File: config.mk
export PLATFORM = sky130hd
export DESIGN_NAME = iumr_queue
export DESIGN_NICKNAME = d
export VERILOG_FILES = /design/src/iumr_pkg.sv /design/src/iumr_queue.sv
export SDC_FILE = /design/constraint.sdc
export NUM_CORES = 1
export LEC_CHECK = 0
export BUFFER_PORTS_ARGS = -buffer_cell sky130_fd_sc_hd__buf_2
export CAP_MARGIN = 5
export CORE_ASPECT_RATIO = 1.2
export CORE_MARGIN = 1.5
export CORE_UTILIZATION = 40
export CTS_BUF_LIST = sky130_fd_sc_hd__clkbuf_16
export DETAILED_ROUTE_END_ITERATION = 10
export MAX_ROUTING_LAYER = met4
export SLEW_MARGIN = 20
export SYNTH_ARGS = -nofsm -noshare
export SYNTH_HDL_FRONTEND = slang
export SYNTH_SLANG_ARGS = --single-unit
File: constraint.sdc
create_clock -name clk -period 4.45 [get_ports clk]
set_input_delay 0.445 -clock clk [delete_from_list [all_inputs] [get_ports clk]]
set_output_delay 0.445 -clock clk [all_outputs]
set_load 0.01 [all_outputs]
File: src/iumr_pkg.sv
// Shared types, constants and a helper function for the icon upscaler.
package iumr_pkg;

  // Default geometry
  localparam int SOURCE_SIDE_DEF  = 16;
  localparam int SCALE_FACTOR_DEF = 15;

  // Widest store address over the supported source sides (up to 64x64)
  localparam int ADDR_MAX_W = 12;

  // Depth of the queue between front and back
  localparam int QUEUE_DEPTH = 4;

  // RGB565 field masks
  localparam logic [4:0] MASK5 = 5'h1F;
  localparam logic [5:0] MASK6 = 6'h3F;

  // Item kinds
  typedef enum logic [1:0] {
    KIND_LOAD    = 2'd0,
    KIND_EMIT    = 2'd1,
    KIND_RESTART = 2'd2
  } kind_t;

  // Source formats
  typedef enum logic {
    FMT_RGBA8888 = 1'b0,
    FMT_RGB565   = 1'b1
  } fmt_t;

  // Operations carried by the queue
  typedef enum logic {
    OP_WRITE = 1'b0,
    OP_READ  = 1'b1
  } op_t;

  // Input transaction
  typedef struct packed {
    logic [1:0]  kind;
    logic [7:0]  slot;
    logic [31:0] source_word;
  } in_item_t;

  // Result transaction
  typedef struct packed {
    logic [7:0] blue_byte;
    logic [7:0] green_byte;
    logic [7:0] red_byte;
    logic       frame_end;
  } out_item_t;

  // Command from front to back
  typedef struct packed {
    op_t                   op;
    logic [ADDR_MAX_W-1:0] addr;
    logic [31:0]           word;
    logic                  last;
  } cmd_t;

  // Exact x / 255 for any x up to 255 * 255, built from shifts and adds
  function automatic logic [7:0] div255(input logic [15:0] x);
    logic [16:0] s;
    s = 17'(x) + 17'(x >> 8) + 17'd1;
    return s[15:8];
  endfunction

endpackage

File: src/iumr_queue.sv
// Short command queue that decouples the front from the back.
module iumr_queue (
  input  logic          clk,
  input  logic          rst_n,
  input  logic          push,
  input  iumr_pkg::cmd_t push_cmd,
  output logic          full,
  input  logic          pop,
  output iumr_pkg::cmd_t head,
  output logic          empty
);

  localparam int DEPTH = iumr_pkg::QUEUE_DEPTH;
  localparam int PW    = $clog2(DEPTH);
  localparam int CW    = $clog2(DEPTH + 1);

  iumr_pkg::cmd_t entry_r [DEPTH];
  logic [PW-1:0]  wr_ptr_r, wr_ptr_nxt;
  logic [PW-1:0]  rd_ptr_r, rd_ptr_nxt;
  logic [CW-1:0]  count_r, count_nxt;
  logic           do_push, do_pop;

  assign full    = (count_r == CW'(DEPTH));
  assign empty   = (count_r == '0);
  assign head    = entry_r[rd_ptr_r];
  assign do_push = push && !full;
  assign do_pop  = pop && !empty;

  // Advance pointers and occupancy
  always_comb begin
    wr_ptr_nxt = wr_ptr_r;
    rd_ptr_nxt = rd_ptr_r;
    count_nxt  = count_r;
    if (do_push) begin
      wr_ptr_nxt = (wr_ptr_r == PW'(DEPTH - 1)) ? '0 : wr_ptr_r + 1'b1;
    end
    if (do_pop) begin
      rd_ptr_nxt = (rd_ptr_r == PW'(DEPTH - 1)) ? '0 : rd_ptr_r + 1'b1;
    end
    if (do_push && !do_pop) begin
      count_nxt = count_r + 1'b1;
    end else if (do_pop && !do_push) begin
      count_nxt = count_r - 1'b1;
    end
  end

  always_ff @(posedge clk) begin
    if (!rst_n) begin
      wr_ptr_r <= '0;
      rd_ptr_r <= '0;
      count_r  <= '0;
    end else begin
      wr_ptr_r <= wr_ptr_nxt;
      rd_ptr_r <= rd_ptr_nxt;
      count_r  <= count_nxt;
    end
  end

  // Store the pushed command
  always_ff @(posedge clk) begin
    if (do_push) begin
      entry_r[wr_ptr_r] <= push_cmd;
    end
  end

endmodule

# Word-level counts from Yosys, hierarchy flattened
# Memories as Yosys holds them, arrays and structs flattened. A register that Yosys moved wholly into a read port is not among the register bits.
# Index checks and enable logic that the tools add are counted.
# totals
regBits,7
ramBits,184
input_bits,50
output_inout_bits,48
word_cells,29
n_memories,1
# op_classes
add_sub_neg,4
n_eq_ne,3
muxes,8
n_reduce_logical,10
# mem_list
memory,depth,word_bits,read_ports,rd_clocked_by_memory_dff,wr,line,rtl
entry_r,4,46,1,1,1,iumr_queue.sv:17,iumr_pkg::cmd_t entry_r [DEPTH];
# op_table
op,count
$mux W2,4
$mux W3,2
$add A2 B1 Y2 const B,2
$eq A2 B2 Y1 const B,2
$logic_and A1 B1 Y1,4
$logic_not A1 Y1,4
$add A3 B1 Y3 const B,1
$eq A3 B3 Y1 const B,1
$logic_not A3 Y1,1
$sub A3 B1 Y3 const B,1
$mux W1,2
$reduce_bool A2 Y1,1

# Depth between registers and ports, before layout
# logic_depth
word_depth,7
mapped_depth,9
mapped_depth_nobuf,8

# Least setup slack after synthesis
# OpenSTA, ideal clock, no wires.
# synth_timing
kind,reg-to-reg
from,reg count_r[0]
to,mem entry_r[0][0] (netlist bit) (enable)
setup_time_ps,408
arrival_time_ps,1905
required_ps,4042
slack_ps,2136
stages_incl_launch_ff,5
n_path_buf,1
period_less_slack_ps,2314
cell_sequence,dfxtp_1 -> nor3b_2 -> nor2b_1 -> buf_2 -> and2_1
# synth_between
elab_chain_cells,5
# synth_lines
element,line,rtl
start: declaration,iumr_queue.sv:20,"logic [CW-1:0] count_r, count_nxt;"
start signal: assignment,iumr_queue.sv:55,count_r <= count_nxt;
$eq A3 B3 Y1,iumr_queue.sv:23,assign full = (count_r == CW'(DEPTH));
via full,iumr_queue.sv:7,"output logic full,"
$logic_not A1 Y1,iumr_queue.sv:26,assign do_push = push && !full;
$logic_and A1 B1 Y1,iumr_queue.sv:26,
via do_push,iumr_queue.sv:21,"logic do_push, do_pop;"
$mux W1,iumr_queue.sv:61,if (do_push) begin
$mux W1 (implied by the code),iumr_queue.sv:62,entry_r[wr_ptr_r] <= push_cmd;
end: declaration,iumr_queue.sv:17,
# The timed path passes the listed nets, and every way through them passes these cells.

==> impl_metrics.tcl <==
set metrics [dict create \
    hp-class "input pin to register" \
    yosysMostFrequentCell "edfxtp_1" \
    numCtsBuffers 17 \
    synth_top_area_frac 0.769 \
    final_antenna_net_count 0 \
    drc_errors 0 \
    finalClockSkew_ns 0.00739 \
    regArea_um2 5710 \
    grt_first_pass_wirelength_um 19600 \
    cts_tree "done" \
    num_vias 3182 \
    reg2reg_depth 4 \
    synth_common_cells "edfxtp_1, mux4_2, dfxtp_1" \
    syn_area_um2 7180 \
    finalMaxSlewViolations 0 \
    syn_inst 291 \
    period_share 0.616 \
    max-cap-violations 0 \
    dp_hpwl_um 7760 \
    cts-resized-gates 0 \
    worstPathArrival_ns 2.30 \
    die-area_um2 18800 \
    hold_viol 0 \
    grt_overflow 0 \
    rsz0062_at_grt "false" \
    dp.cells 601 \
    finalNonFillerCells 634 \
    cts_setup_buffers 0 \
    path_class "register to output port" \
    r2r_end "entry_r[1][24]" \
    sequentialPowerShare 0.491 \
    core_um2 17600 \
    power_leakage_nw 2.87 \
    synthFlopType "edfxtp_1" \
    first_pass_iters 4 \
    power.density_nw_per_um2 574 \
    port_buffers 97 \
    clockBufferDepth 2 \
    switching_power_mw 1.27 \
    layout_min_cycle_time_ns 2.74 \
    die_height_um 150 \
    ys_ff_latch 193 \
    cts_hold_buf 0 \
    post-place-ws_ns 1.80 \
    yosysTopAreaCell "edfxtp_1" \
    finalPower_mw 4.86 \
    layout_setup_ws_ns 1.71 \
    ys_seq_area_frac 0.795 \
    multiInputGateArea_um2 1340 \
    synthTopCellsByArea "edfxtp_1, mux4_2, dfxtp_1, mux4_1, buf_12" \
    routed_wl_um 12600 \
    syn_avg_cell_area_um2 24.7 \
    routedWlPerCell_um 19.9 \
    crit_required_ns 4.01 \
    grt_pass1_vias 3524 \
    antenna_found_initial 1 \
    cts_max_level 4 \
    slew_headroom 0.323 \
    clockPowerShare 0.319 \
    cp_max_fo 46 \
    critPathCapture "head[27]" \
    tightest_slew_ns 1.02 \
    startpoint_type "register" \
    status "finished, final reports clean" \
    drt_iter0_markers 314 \
    clock_sinks 193 \
    cts.root.buffer_cell "clkbuf_16" \
    nets 457 \
    reg2reg_slack_ns 1.89 \
    ys_types 26 \
    endpoint_kind "output port" \
    clock_latency_ns 0.42 \
    vias_per_cell 5.02 \
    vdd_drop_max_mv 0.251 \
    power_frac_comb 0.190 \
    area_growth_pct 18.0 \
    switching_share 0.261 \
    finalSetupViolCount 0 \
    floorplan.rows 53 \
    grt_max_degree 47 \
    p_int_mw 3.59 \
    track_usage 0.146 \
    start_util 0.409 \
    ys_warn_count 0 \
    die_w_um 125 \
    filler_cell_count 1410 \
    gp_congestion 0.709 \
    synthArstFlopShare 0 \
    drive_gt1_frac 0.436 \
    setup-tns-final_ns 0 \
    ios 98 \
    fmax_mhz 365 \
    synth_edf_count 184 \
    worstReg2RegStart "count_r[0]" \
    syn_nets 348 \
    path_clk_slew_ns 0.07 \
]
-- critical path, stage by stage, from the launching register on --
cell and delay (ns):
dfxtp_4 0.97, mux4_1 0.71, buf_2 0.17
-- cells in the final DEF, fill, tap and decap left out, types with 2 or more instances in the layout --
cell type and count:
mux4_1 6, and2_2 4, edfxtp_1 184, o21ai_0 3, buf_2 97, ha_1 6
clkinvlp_4 2, nand2_1 6, inv_8 2, clkbuf_16 17, nor2b_1 2, mux4_2 40
dfxtp_1 7, mux2i_1 3, nand3_1 2, clkinv_2 3, bufinv_16 3, inv_6 3
buf_4 5, nor2_1 2, inv_1 3
-- sequential cells by signal, indices dropped and copies added (netlist names), named ones only --
signal	cells
wr_ptr_r	2
count_r	3
rd_ptr_r	2
entry_r	184
-- power by group through the flow --
stage	Clock (mW)	Combinational, mW	Sequential [mW]
floorplan	0	0.755	2.30
global placement	0	0.940	2.42
detailed placement	0	0.948	2.44
CTS	1.59	0.952	2.40
global route	1.66	0.999	2.42
finish	1.55	0.924	2.38
-- cell families (layout without fill, tap and decap cells) --
logic type | count (synthesis) | after routing | synth area share
DFF | 193 | 193 | 0.795
other | 0 | 1 | 0
and+or+nand+nor | 20 | 20 | 0.0150
xor gates and xnor gates | 2 | 2 | 0.00244
muxes | 49 | 49 | 0.152
buffers and inverters | 15 | 137 | 0.0190
AOI/OAI and AO/OA | 5 | 5 | 0.00418
adders and majority gates | 7 | 7 | 0.0132
-- worst min-delay path by stage --
stage                 start        endpoint  slack (ns)  cells past startpoint
2_1_floorplan   wr_ptr_r[1]     wr_ptr_r[1]        0.47                      2
5_1_grt         push_cmd[6]   entry_r[0][6]        0.23                      1
3_5_place_dp    wr_ptr_r[1]     wr_ptr_r[1]        0.50                      2
3_3_place_gp    wr_ptr_r[1]     wr_ptr_r[1]        0.49                      2
6_report       push_cmd[45]  entry_r[0][45]        0.24                      1
4_1_cts        push_cmd[18]  entry_r[0][18]        0.22                      1
-- cell type report --
type	count	share of cell area
diodes	1	0.000295
clock buffers	17	0.0502
clock inverters	15	0.0214
inverters	3	0.00133
multi-input cells	83	0.159
flip-flops and latches	193	0.674
well taps	220	0.0325
repair buffers	102	0.0617
-- per-layer routing --
metal  up-vias  part of all wire  track usage
li1       1451                 -            -
met4         0             0.018       0.0591
met5         -                 0            -
met3        13             0.036       0.0343
met2        56              0.53        0.240
met1      1662              0.41        0.175
-- stage by stage --
stage	hold WS, ns	util	area, um^2
after floorplan	0.468	-	7180
after global placement	0.488	0.447	7860
after detailed placement	0.503	0.447	7860
after CTS	0.219	0.482	8470
after global routing	0.228	0.482	8470
final	0.240	0.482	8470
Note: power is estimated with default switching activity, not from simulation.
