--- src/iumr_pkg.sv ---
// Shared types, constants and a helper function for the icon upscaler.
package iumr_pkg;

  // Default geometry
  localparam int SOURCE_SIDE_DEF  = 16;
  localparam int SCALE_FACTOR_DEF = 15;

  // Widest store address over the supported source sides (up to 64x64)
  localparam int ADDR_MAX_W = 12;

  // Depth of the queue between front and back
  localparam int QUEUE_DEPTH = 4;

  // RGB565 field masks
  localparam logic [4:0] MASK5 = 5'h1F;
  localparam logic [5:0] MASK6 = 6'h3F;

  // Item kinds
  typedef enum logic [1:0] {
    KIND_LOAD    = 2'd0,
    KIND_EMIT    = 2'd1,
    KIND_RESTART = 2'd2
  } kind_t;

  // Source formats
  typedef enum logic {
    FMT_RGBA8888 = 1'b0,
    FMT_RGB565   = 1'b1
  } fmt_t;

  // Operations carried by the queue
  typedef enum logic {
    OP_WRITE = 1'b0,
    OP_READ  = 1'b1
  } op_t;

  // Input transaction
  typedef struct packed {
    logic [1:0]  kind;
    logic [7:0]  slot;
    logic [31:0] source_word;
  } in_item_t;

  // Result transaction
  typedef struct packed {
    logic [7:0] blue_byte;
    logic [7:0] green_byte;
    logic [7:0] red_byte;
    logic       frame_end;
  } out_item_t;

  // Command from front to back
  typedef struct packed {
    op_t                   op;
    logic [ADDR_MAX_W-1:0] addr;
    logic [31:0]           word;
    logic                  last;
  } cmd_t;

  // Exact x / 255 for any x up to 255 * 255, built from shifts and adds
  function automatic logic [7:0] div255(input logic [15:0] x);
    logic [16:0] s;
    s = 17'(x) + 17'(x >> 8) + 17'd1;
    return s[15:8];
  endfunction

endpackage

--- src/iumr_front.sv ---
// Front end: accepts transactions, tracks the output position, issues commands.
module iumr_front #(
  parameter int SOURCE_SIDE  = iumr_pkg::SOURCE_SIDE_DEF,
  parameter int SCALE_FACTOR = iumr_pkg::SCALE_FACTOR_DEF
) (
  input  logic               clk,
  input  logic               rst_n,
  input  logic               start,
  input  iumr_pkg::in_item_t in_item,
  input  logic               q_full,
  output logic               push,
  output iumr_pkg::cmd_t     push_cmd
);

  localparam int DEPTH = SOURCE_SIDE * SOURCE_SIDE;
  localparam int AW    = $clog2(DEPTH);
  localparam int SW    = $clog2(SOURCE_SIDE);
  localparam int SCW   = (SCALE_FACTOR > 1) ? $clog2(SCALE_FACTOR) : 1;
  localparam int AMW   = iumr_pkg::ADDR_MAX_W;

  // Position split into source cell and step within the cell
  logic [SCW-1:0] sub_x_r, sub_x_nxt;
  logic [SCW-1:0] sub_y_r, sub_y_nxt;
  logic [SW-1:0]  src_x_r, src_x_nxt;
  logic [SW-1:0]  src_y_r, src_y_nxt;

  logic          accept;
  logic          end_x, end_y, last;
  logic [AW-1:0] read_idx;

  assign accept = start && !q_full;
  assign end_x  = (sub_x_r == SCW'(SCALE_FACTOR - 1)) && (src_x_r == SW'(SOURCE_SIDE - 1));
  assign end_y  = (sub_y_r == SCW'(SCALE_FACTOR - 1)) && (src_y_r == SW'(SOURCE_SIDE - 1));
  assign last   = end_x && end_y;

  // Mirror the column and form the store address
  assign read_idx = AW'(src_y_r) * AW'(SOURCE_SIDE)
                  + AW'(SW'(SOURCE_SIDE - 1) - src_x_r);

  // Classify the transaction, build the command and step the position
  always_comb begin
    push      = 1'b0;
    push_cmd  = '0;
    sub_x_nxt = sub_x_r;
    sub_y_nxt = sub_y_r;
    src_x_nxt = src_x_r;
    src_y_nxt = src_y_r;
    if (accept) begin
      case (in_item.kind)
        iumr_pkg::KIND_LOAD: begin
          if (13'(in_item.slot) < 13'(DEPTH)) begin
            push          = 1'b1;
            push_cmd.op   = iumr_pkg::OP_WRITE;
            push_cmd.addr = AMW'(in_item.slot);
            push_cmd.word = in_item.source_word;
          end
        end
        iumr_pkg::KIND_EMIT: begin
          push          = 1'b1;
          push_cmd.op   = iumr_pkg::OP_READ;
          push_cmd.addr = AMW'(read_idx);
          push_cmd.last = last;
          if (sub_x_r == SCW'(SCALE_FACTOR - 1)) begin
            sub_x_nxt = '0;
            if (src_x_r == SW'(SOURCE_SIDE - 1)) begin
              src_x_nxt = '0;
              if (sub_y_r == SCW'(SCALE_FACTOR - 1)) begin
                sub_y_nxt = '0;
                src_y_nxt = (src_y_r == SW'(SOURCE_SIDE - 1)) ? '0 : src_y_r + 1'b1;
              end else begin
                sub_y_nxt = sub_y_r + 1'b1;
              end
            end else begin
              src_x_nxt = src_x_r + 1'b1;
            end
          end else begin
            sub_x_nxt = sub_x_r + 1'b1;
          end
        end
        iumr_pkg::KIND_RESTART: begin
          sub_x_nxt = '0;
          sub_y_nxt = '0;
          src_x_nxt = '0;
          src_y_nxt = '0;
        end
        default: begin
          push = 1'b0;
        end
      endcase
    end
  end

  always_ff @(posedge clk) begin
    if (!rst_n) begin
      sub_x_r <= '0;
      sub_y_r <= '0;
      src_x_r <= '0;
      src_y_r <= '0;
    end else begin
      sub_x_r <= sub_x_nxt;
      sub_y_r <= sub_y_nxt;
      src_x_r <= src_x_nxt;
      src_y_r <= src_y_nxt;
    end
  end

endmodule

--- config.mk ---
export PLATFORM = sky130hd
export DESIGN_NAME = iumr_front
export DESIGN_NICKNAME = d
export VERILOG_FILES = /design/src/iumr_pkg.sv /design/src/iumr_front.sv
export SDC_FILE = /design/constraint.sdc
export NUM_CORES = 1
export LEC_CHECK = 0
export BUFFER_PORTS_ARGS = -buffer_cell sky130_fd_sc_hd__buf_2
export CAP_MARGIN = 10
export CORE_ASPECT_RATIO = 1.1
export CORE_MARGIN = 10
export CORE_UTILIZATION = 40
export CTS_CLUSTER_DIAMETER = 200
export CTS_CLUSTER_SIZE = 12
export DETAILED_ROUTE_END_ITERATION = 16
export PLACE_DENSITY = 0.88
export SYNTH_ARGS = -nofsm -noshare
export SYNTH_HDL_FRONTEND = slang
export SYNTH_SLANG_ARGS = --single-unit
--- constraint.sdc ---
create_clock -name clk -period 2.7 [get_ports clk]
set_input_delay 0.675 -clock clk [delete_from_list [all_inputs] [get_ports clk]]
set_output_delay 0.675 -clock clk [all_outputs]
set_load 0.01 [all_outputs]
# Yosys cells after proc, flatten, opt, wreduce, memory -nomap -nowiden
# Index checks and enable logic that the tools add are counted.
[word_totals]
output_inout_bits = 47
reg_bits = 16
in_bits = 46
word_cells = 51
[classes]
n_eq_ne = 9
n_addsub = 6
mux = 20
reduce_logical = 12
[op_table]
columns = ["op", "count"]
rows = [
  ["two-way mux 46 bit", 1],
  ["two-way mux 4 bit", 10],
  ["two-way mux 32 bit", 1],
  ["case mux 4 bit (2 select lines)", 4],
  ["case mux 13 bit (2 select lines)", 1],
  ["adder 4 x 1 -> 4 bit (second input constant)", 4],
  ["equality test 4 bit (second input constant)", 4],
  ["adder 8 bit", 1],
  ["inequality test 2 bit (second input constant)", 3],
  ["AND reduction 5 bit", 1],
  ["subtractor 4 x 4 -> 5 bit (first input constant)", 1],
  ["logical AND 1 bit", 4],
  ["AND reduction 4 bit", 1],
  ["two-way mux 1 bit", 3],
  ["AND reduction 3 bit", 1],
  ["equality test 2 x 1 -> 1 bit (second input constant)", 1],
  ["equality test 2 bit (second input constant)", 1],
  ["logical NOT 2 bit", 1],
  ["AND reduction 2 bit", 1],
  ["nonzero test 2 bit", 1],
  ["OR reduction 2 bit", 1],
  ["logical NOT 1 bit", 1],
]

# Logic depth before layout (Yosys ltp)
[logic_depth]
word_depth = 6
depth_mapped = 7
mapped_depth_nobuf = 6

# Worst setup path after synthesis
# No wires, ideal clock.
[synth_timing]
path_type = "input port to output port"
start = "in in_item[41] in the netlist's numbering"
end = "out push_cmd[33] in the netlist's numbering"
slack_ns = 0.529
t_required_ns = 2.025
path_stages = 5
arrival_ns = 1.496
cell_sequence = "inv_1 > ha_1 > clkbuf_1 > a22oi_1 > nor2_1"
[synth_lines]
columns = ["item", "line", "rtl"]
rows = [
  ["start, declared", "iumr_front.sv:9", "input iumr_pkg::in_item_t in_item,"],
  ["end, declared", "iumr_front.sv:12", "output iumr_pkg::cmd_t push_cmd"],
]

==> results.md <==
- Top Ports: 93
- Number of CTS-inserted buffers: 3
- Fin. Hold Viols: 0
- RSZ-0062 raised after global routing: false
- Mapped Avg Cell Area: between 7 and 8 µm²
- Area grow syn2layout: 37.0%
- Worst-case clock buffer depth: 2
- Design area: approximately 0.0019 mm²
- Post-CTS sizing: 0
- Critical path type: primary input to output pin
- Total grt overflow: 0
- CTS Sinks: 16
- # setup viols final: 0
- Worst-path clk slew: roughly 0.090 ns
- Multi-input logic area: 970 µm²
- Chip height: between 80 and 90 µm
- Share of cells above drive strength 1: 0.396
- Hold Crit Start: src_x_r[1]
- R2R Path End: sub_y_r[0]
- Post-CTS setup buffers: 0
- Row count: 22
- Setup TNS: 0 ns
- Vias in the first global route: about 1600
- Synth cell types: 39
- Worst hold-check path type: flip-flop to flip-flop
- Placed inst area: between 0.0015 and 0.002 mm²
- Wire length per cell: between 10 and 15 µm
- Setup Skew: 0.00328 ns
- Power Dens Cells: about 280 mW/mm²
- Worst Hold End: src_x_r[1]
- Htree depth: 1
- Worst r2r src: src_x_r[0]
- Fill cells: between 300 and 400
- Slew at the pin closest to its max-slew limit: just under 0.6 ns
- Max_slew headroom: 0.609
- Die X: ~76 µm
- Met1 Routed Length: approximately 2.0 mm
- Wire length on met3: roughly 350 µm
- FFs w/ async S/R, synth: 0
- Sequential cell area: around 320 µm²
- Initial antenna violation count: 0
- Routed wire length: ~4.5 mm
- Crit-path max FO: 31
- Cells on worst reg2reg path: 5
- Core ar.: roughly 0.0033 mm²
- Fin crit share: 0.880
- Initial core utilization: 0.418
- #FFs+latches synth: 16
- Area of the die: about 0.0062 mm²
- Critical path's top delay family: buffers and inverters
- DRT antenna net count: 0
- Most used DFF post-synth: dfxtp_1
- Slowest cell delay on critical path: between 0.2 and 0.3 ns
- WL met2: about 2.2 mm
- CP bufs+invs: 3
- RePlAce Congestion: 0.775
- Tot Pwr: 529 µW
- Crit-path cells: buf_2, nor2b_1, buf_4, and3_1, buf_2
- PortBufs: 88
- Worst-Skew Late Latency: approximately 0.29 ns
- CTS tree: done
- Status: finished, final reports clean
- Tmin final: between 2 and 2.5 ns
- Worst Setup Start Kind: primary input
- Total GRT Usage: 0.141
- Top sig layer: met4
- Nets: between 300 and 400
- Via density: roughly 5.2
- Max VDD drop: ~0.17 mV
- Detailed Place HPWL: around 3.8 mm
- Sequential area share after synthesis: 0.230
- Slew Viols, Final: 0
- FMAX: between 0.4 and 0.5 GHz
- Cells after Synth: ~190
- First-pass GRT wire length: 7.49 mm
- Synth Warn #: 0
- CP arrival: 1.70 ns
- Leak pwr: approximately 1.1 nW
- Worst EP required: around 2.0 ns
- Pre-Repair DR Iteration Count: 4
- Largest net degree at the start of global routing: 32
- Routed vias: around 1700
- Root Buffer: clkbuf_4
- Hold_buf cts: 0
- FF-to-FF setup slack: a little over 0.9 ns
- EDFF count, synth: 0
- Iter 0 DRT Violations: 55
- Worst Hold Depth: 2
- # Max-Cap Violations: 0
- Most used cell along the critical path: buf_2
- Number of diodes: 0
- Slowest CP cell: buf_4
- DRC violations left: 0
- Crit. End Element: output pin
- Post-synthesis cell area: 0.00139 mm²
==> state kept, by name (all words and copies together), names as in the netlist <==
signal,flops
src_y_r,4
sub_x_r,4
src_x_r,4
sub_y_r,4
==> per-stage QoR <==
step                utilization  hold slack [ns]  setup slack, ns  std cells
detailed placement        0.561            0.496            0.325        314
CTS                       0.572            0.509            0.321        318
global route              0.572            0.538            0.176        318
global placement          0.561            0.478            0.310        314
finish                    0.572            0.511            0.325        318
floorplan                     -            0.461            0.529        188
==> power breakdown <==
part           leakage [nW]  internal (mW)  total, mW  switching (mW)
registers             0.129          0.239      0.244         0.00450
clock network        0.0210         0.0821      0.158          0.0761
logic                 0.916         0.0587      0.127          0.0686
total                  1.07          0.380      0.529           0.149
==> worst max-delay path by stage <==
stage                start           end  slack [ns]  depth (start not counted)
2_1_floorplan  in_item[41]  push_cmd[33]        0.53                          5
3_3_place_gp         start   push_cmd[4]        0.31                          5
3_5_place_dp         start   push_cmd[4]        0.33                          5
4_1_cts              start   push_cmd[4]        0.32                          5
5_1_grt              start   push_cmd[4]        0.18                          5
6_report             start   push_cmd[4]        0.33                          5
==> kinds of logic (layout without fill, tap and decap cells) <==
kind of cell | Yosys count | after routing | share of synthesized area
AOI/OAI and AO/OA | 45 | 45 | 0.211
adders and majority gates | 10 | 10 | 0.0899
buffers and inverters | 26 | 108 | 0.0809
DFF | 16 | 16 | 0.230
other | 1 | 4 | 0.00270
and+or+nand+nor | 87 | 87 | 0.385
==> synthesized netlist by cell type (3+ instances only) <==
master | number | share of area
and3_1 | 36 | 0.16
dfxtp_1 | 16 | 0.23
a21oi_1 | 14 | 0.050
nor2_1 | 14 | 0.038
clkbuf_1 | 11 | 0.030
inv_1 | 11 | 0.030
ha_1 | 10 | 0.090
o21ai_0 | 9 | 0.032
a22oi_1 | 8 | 0.043
nand2_1 | 5 | 0.013
nand3_1 | 5 | 0.018
nor3_1 | 5 | 0.018
buf_4 | 4 | 0.022
nand4b_1 | 3 | 0.019
or4_1 | 3 | 0.016
==> worst min-delay path, delay by kind of cell, from the launching register on <==
family	cells	cell delay, ns
DFF	1	0.35
and+or+nand+nor	1	0.07
AOI/OAI and AO/OA	1	0.05
==> area by class of cell <==
cell class                 count  area share
multi-input combinational    146       0.509
inverter                      11      0.0217
sequential                    16       0.168
timing repair buffer          93       0.251
tap                           48      0.0315
clock buffer                   4      0.0190
==> layout by cell type (no fill, tap or decap), types with 8 or more instances in the layout <==
cell type,synthesis,final
inv_1,11,11
nor2_1,14,14
dfxtp_1,16,16
and3_1,36,36
ha_1,10,10
a22oi_1,8,8
o21ai_0,9,9
a21oi_1,14,14
buf_2,0,88
==> layer usage <==
layer / GRT usage / up-vias
met1: 0.158 / 746
met3: 0.0382 / 4
met4: 0.0390 / 0
li1: - / 839
met2: 0.259 / 71
met5: 0 / -
No activity file was read; power rests on OpenSTA's default activity.
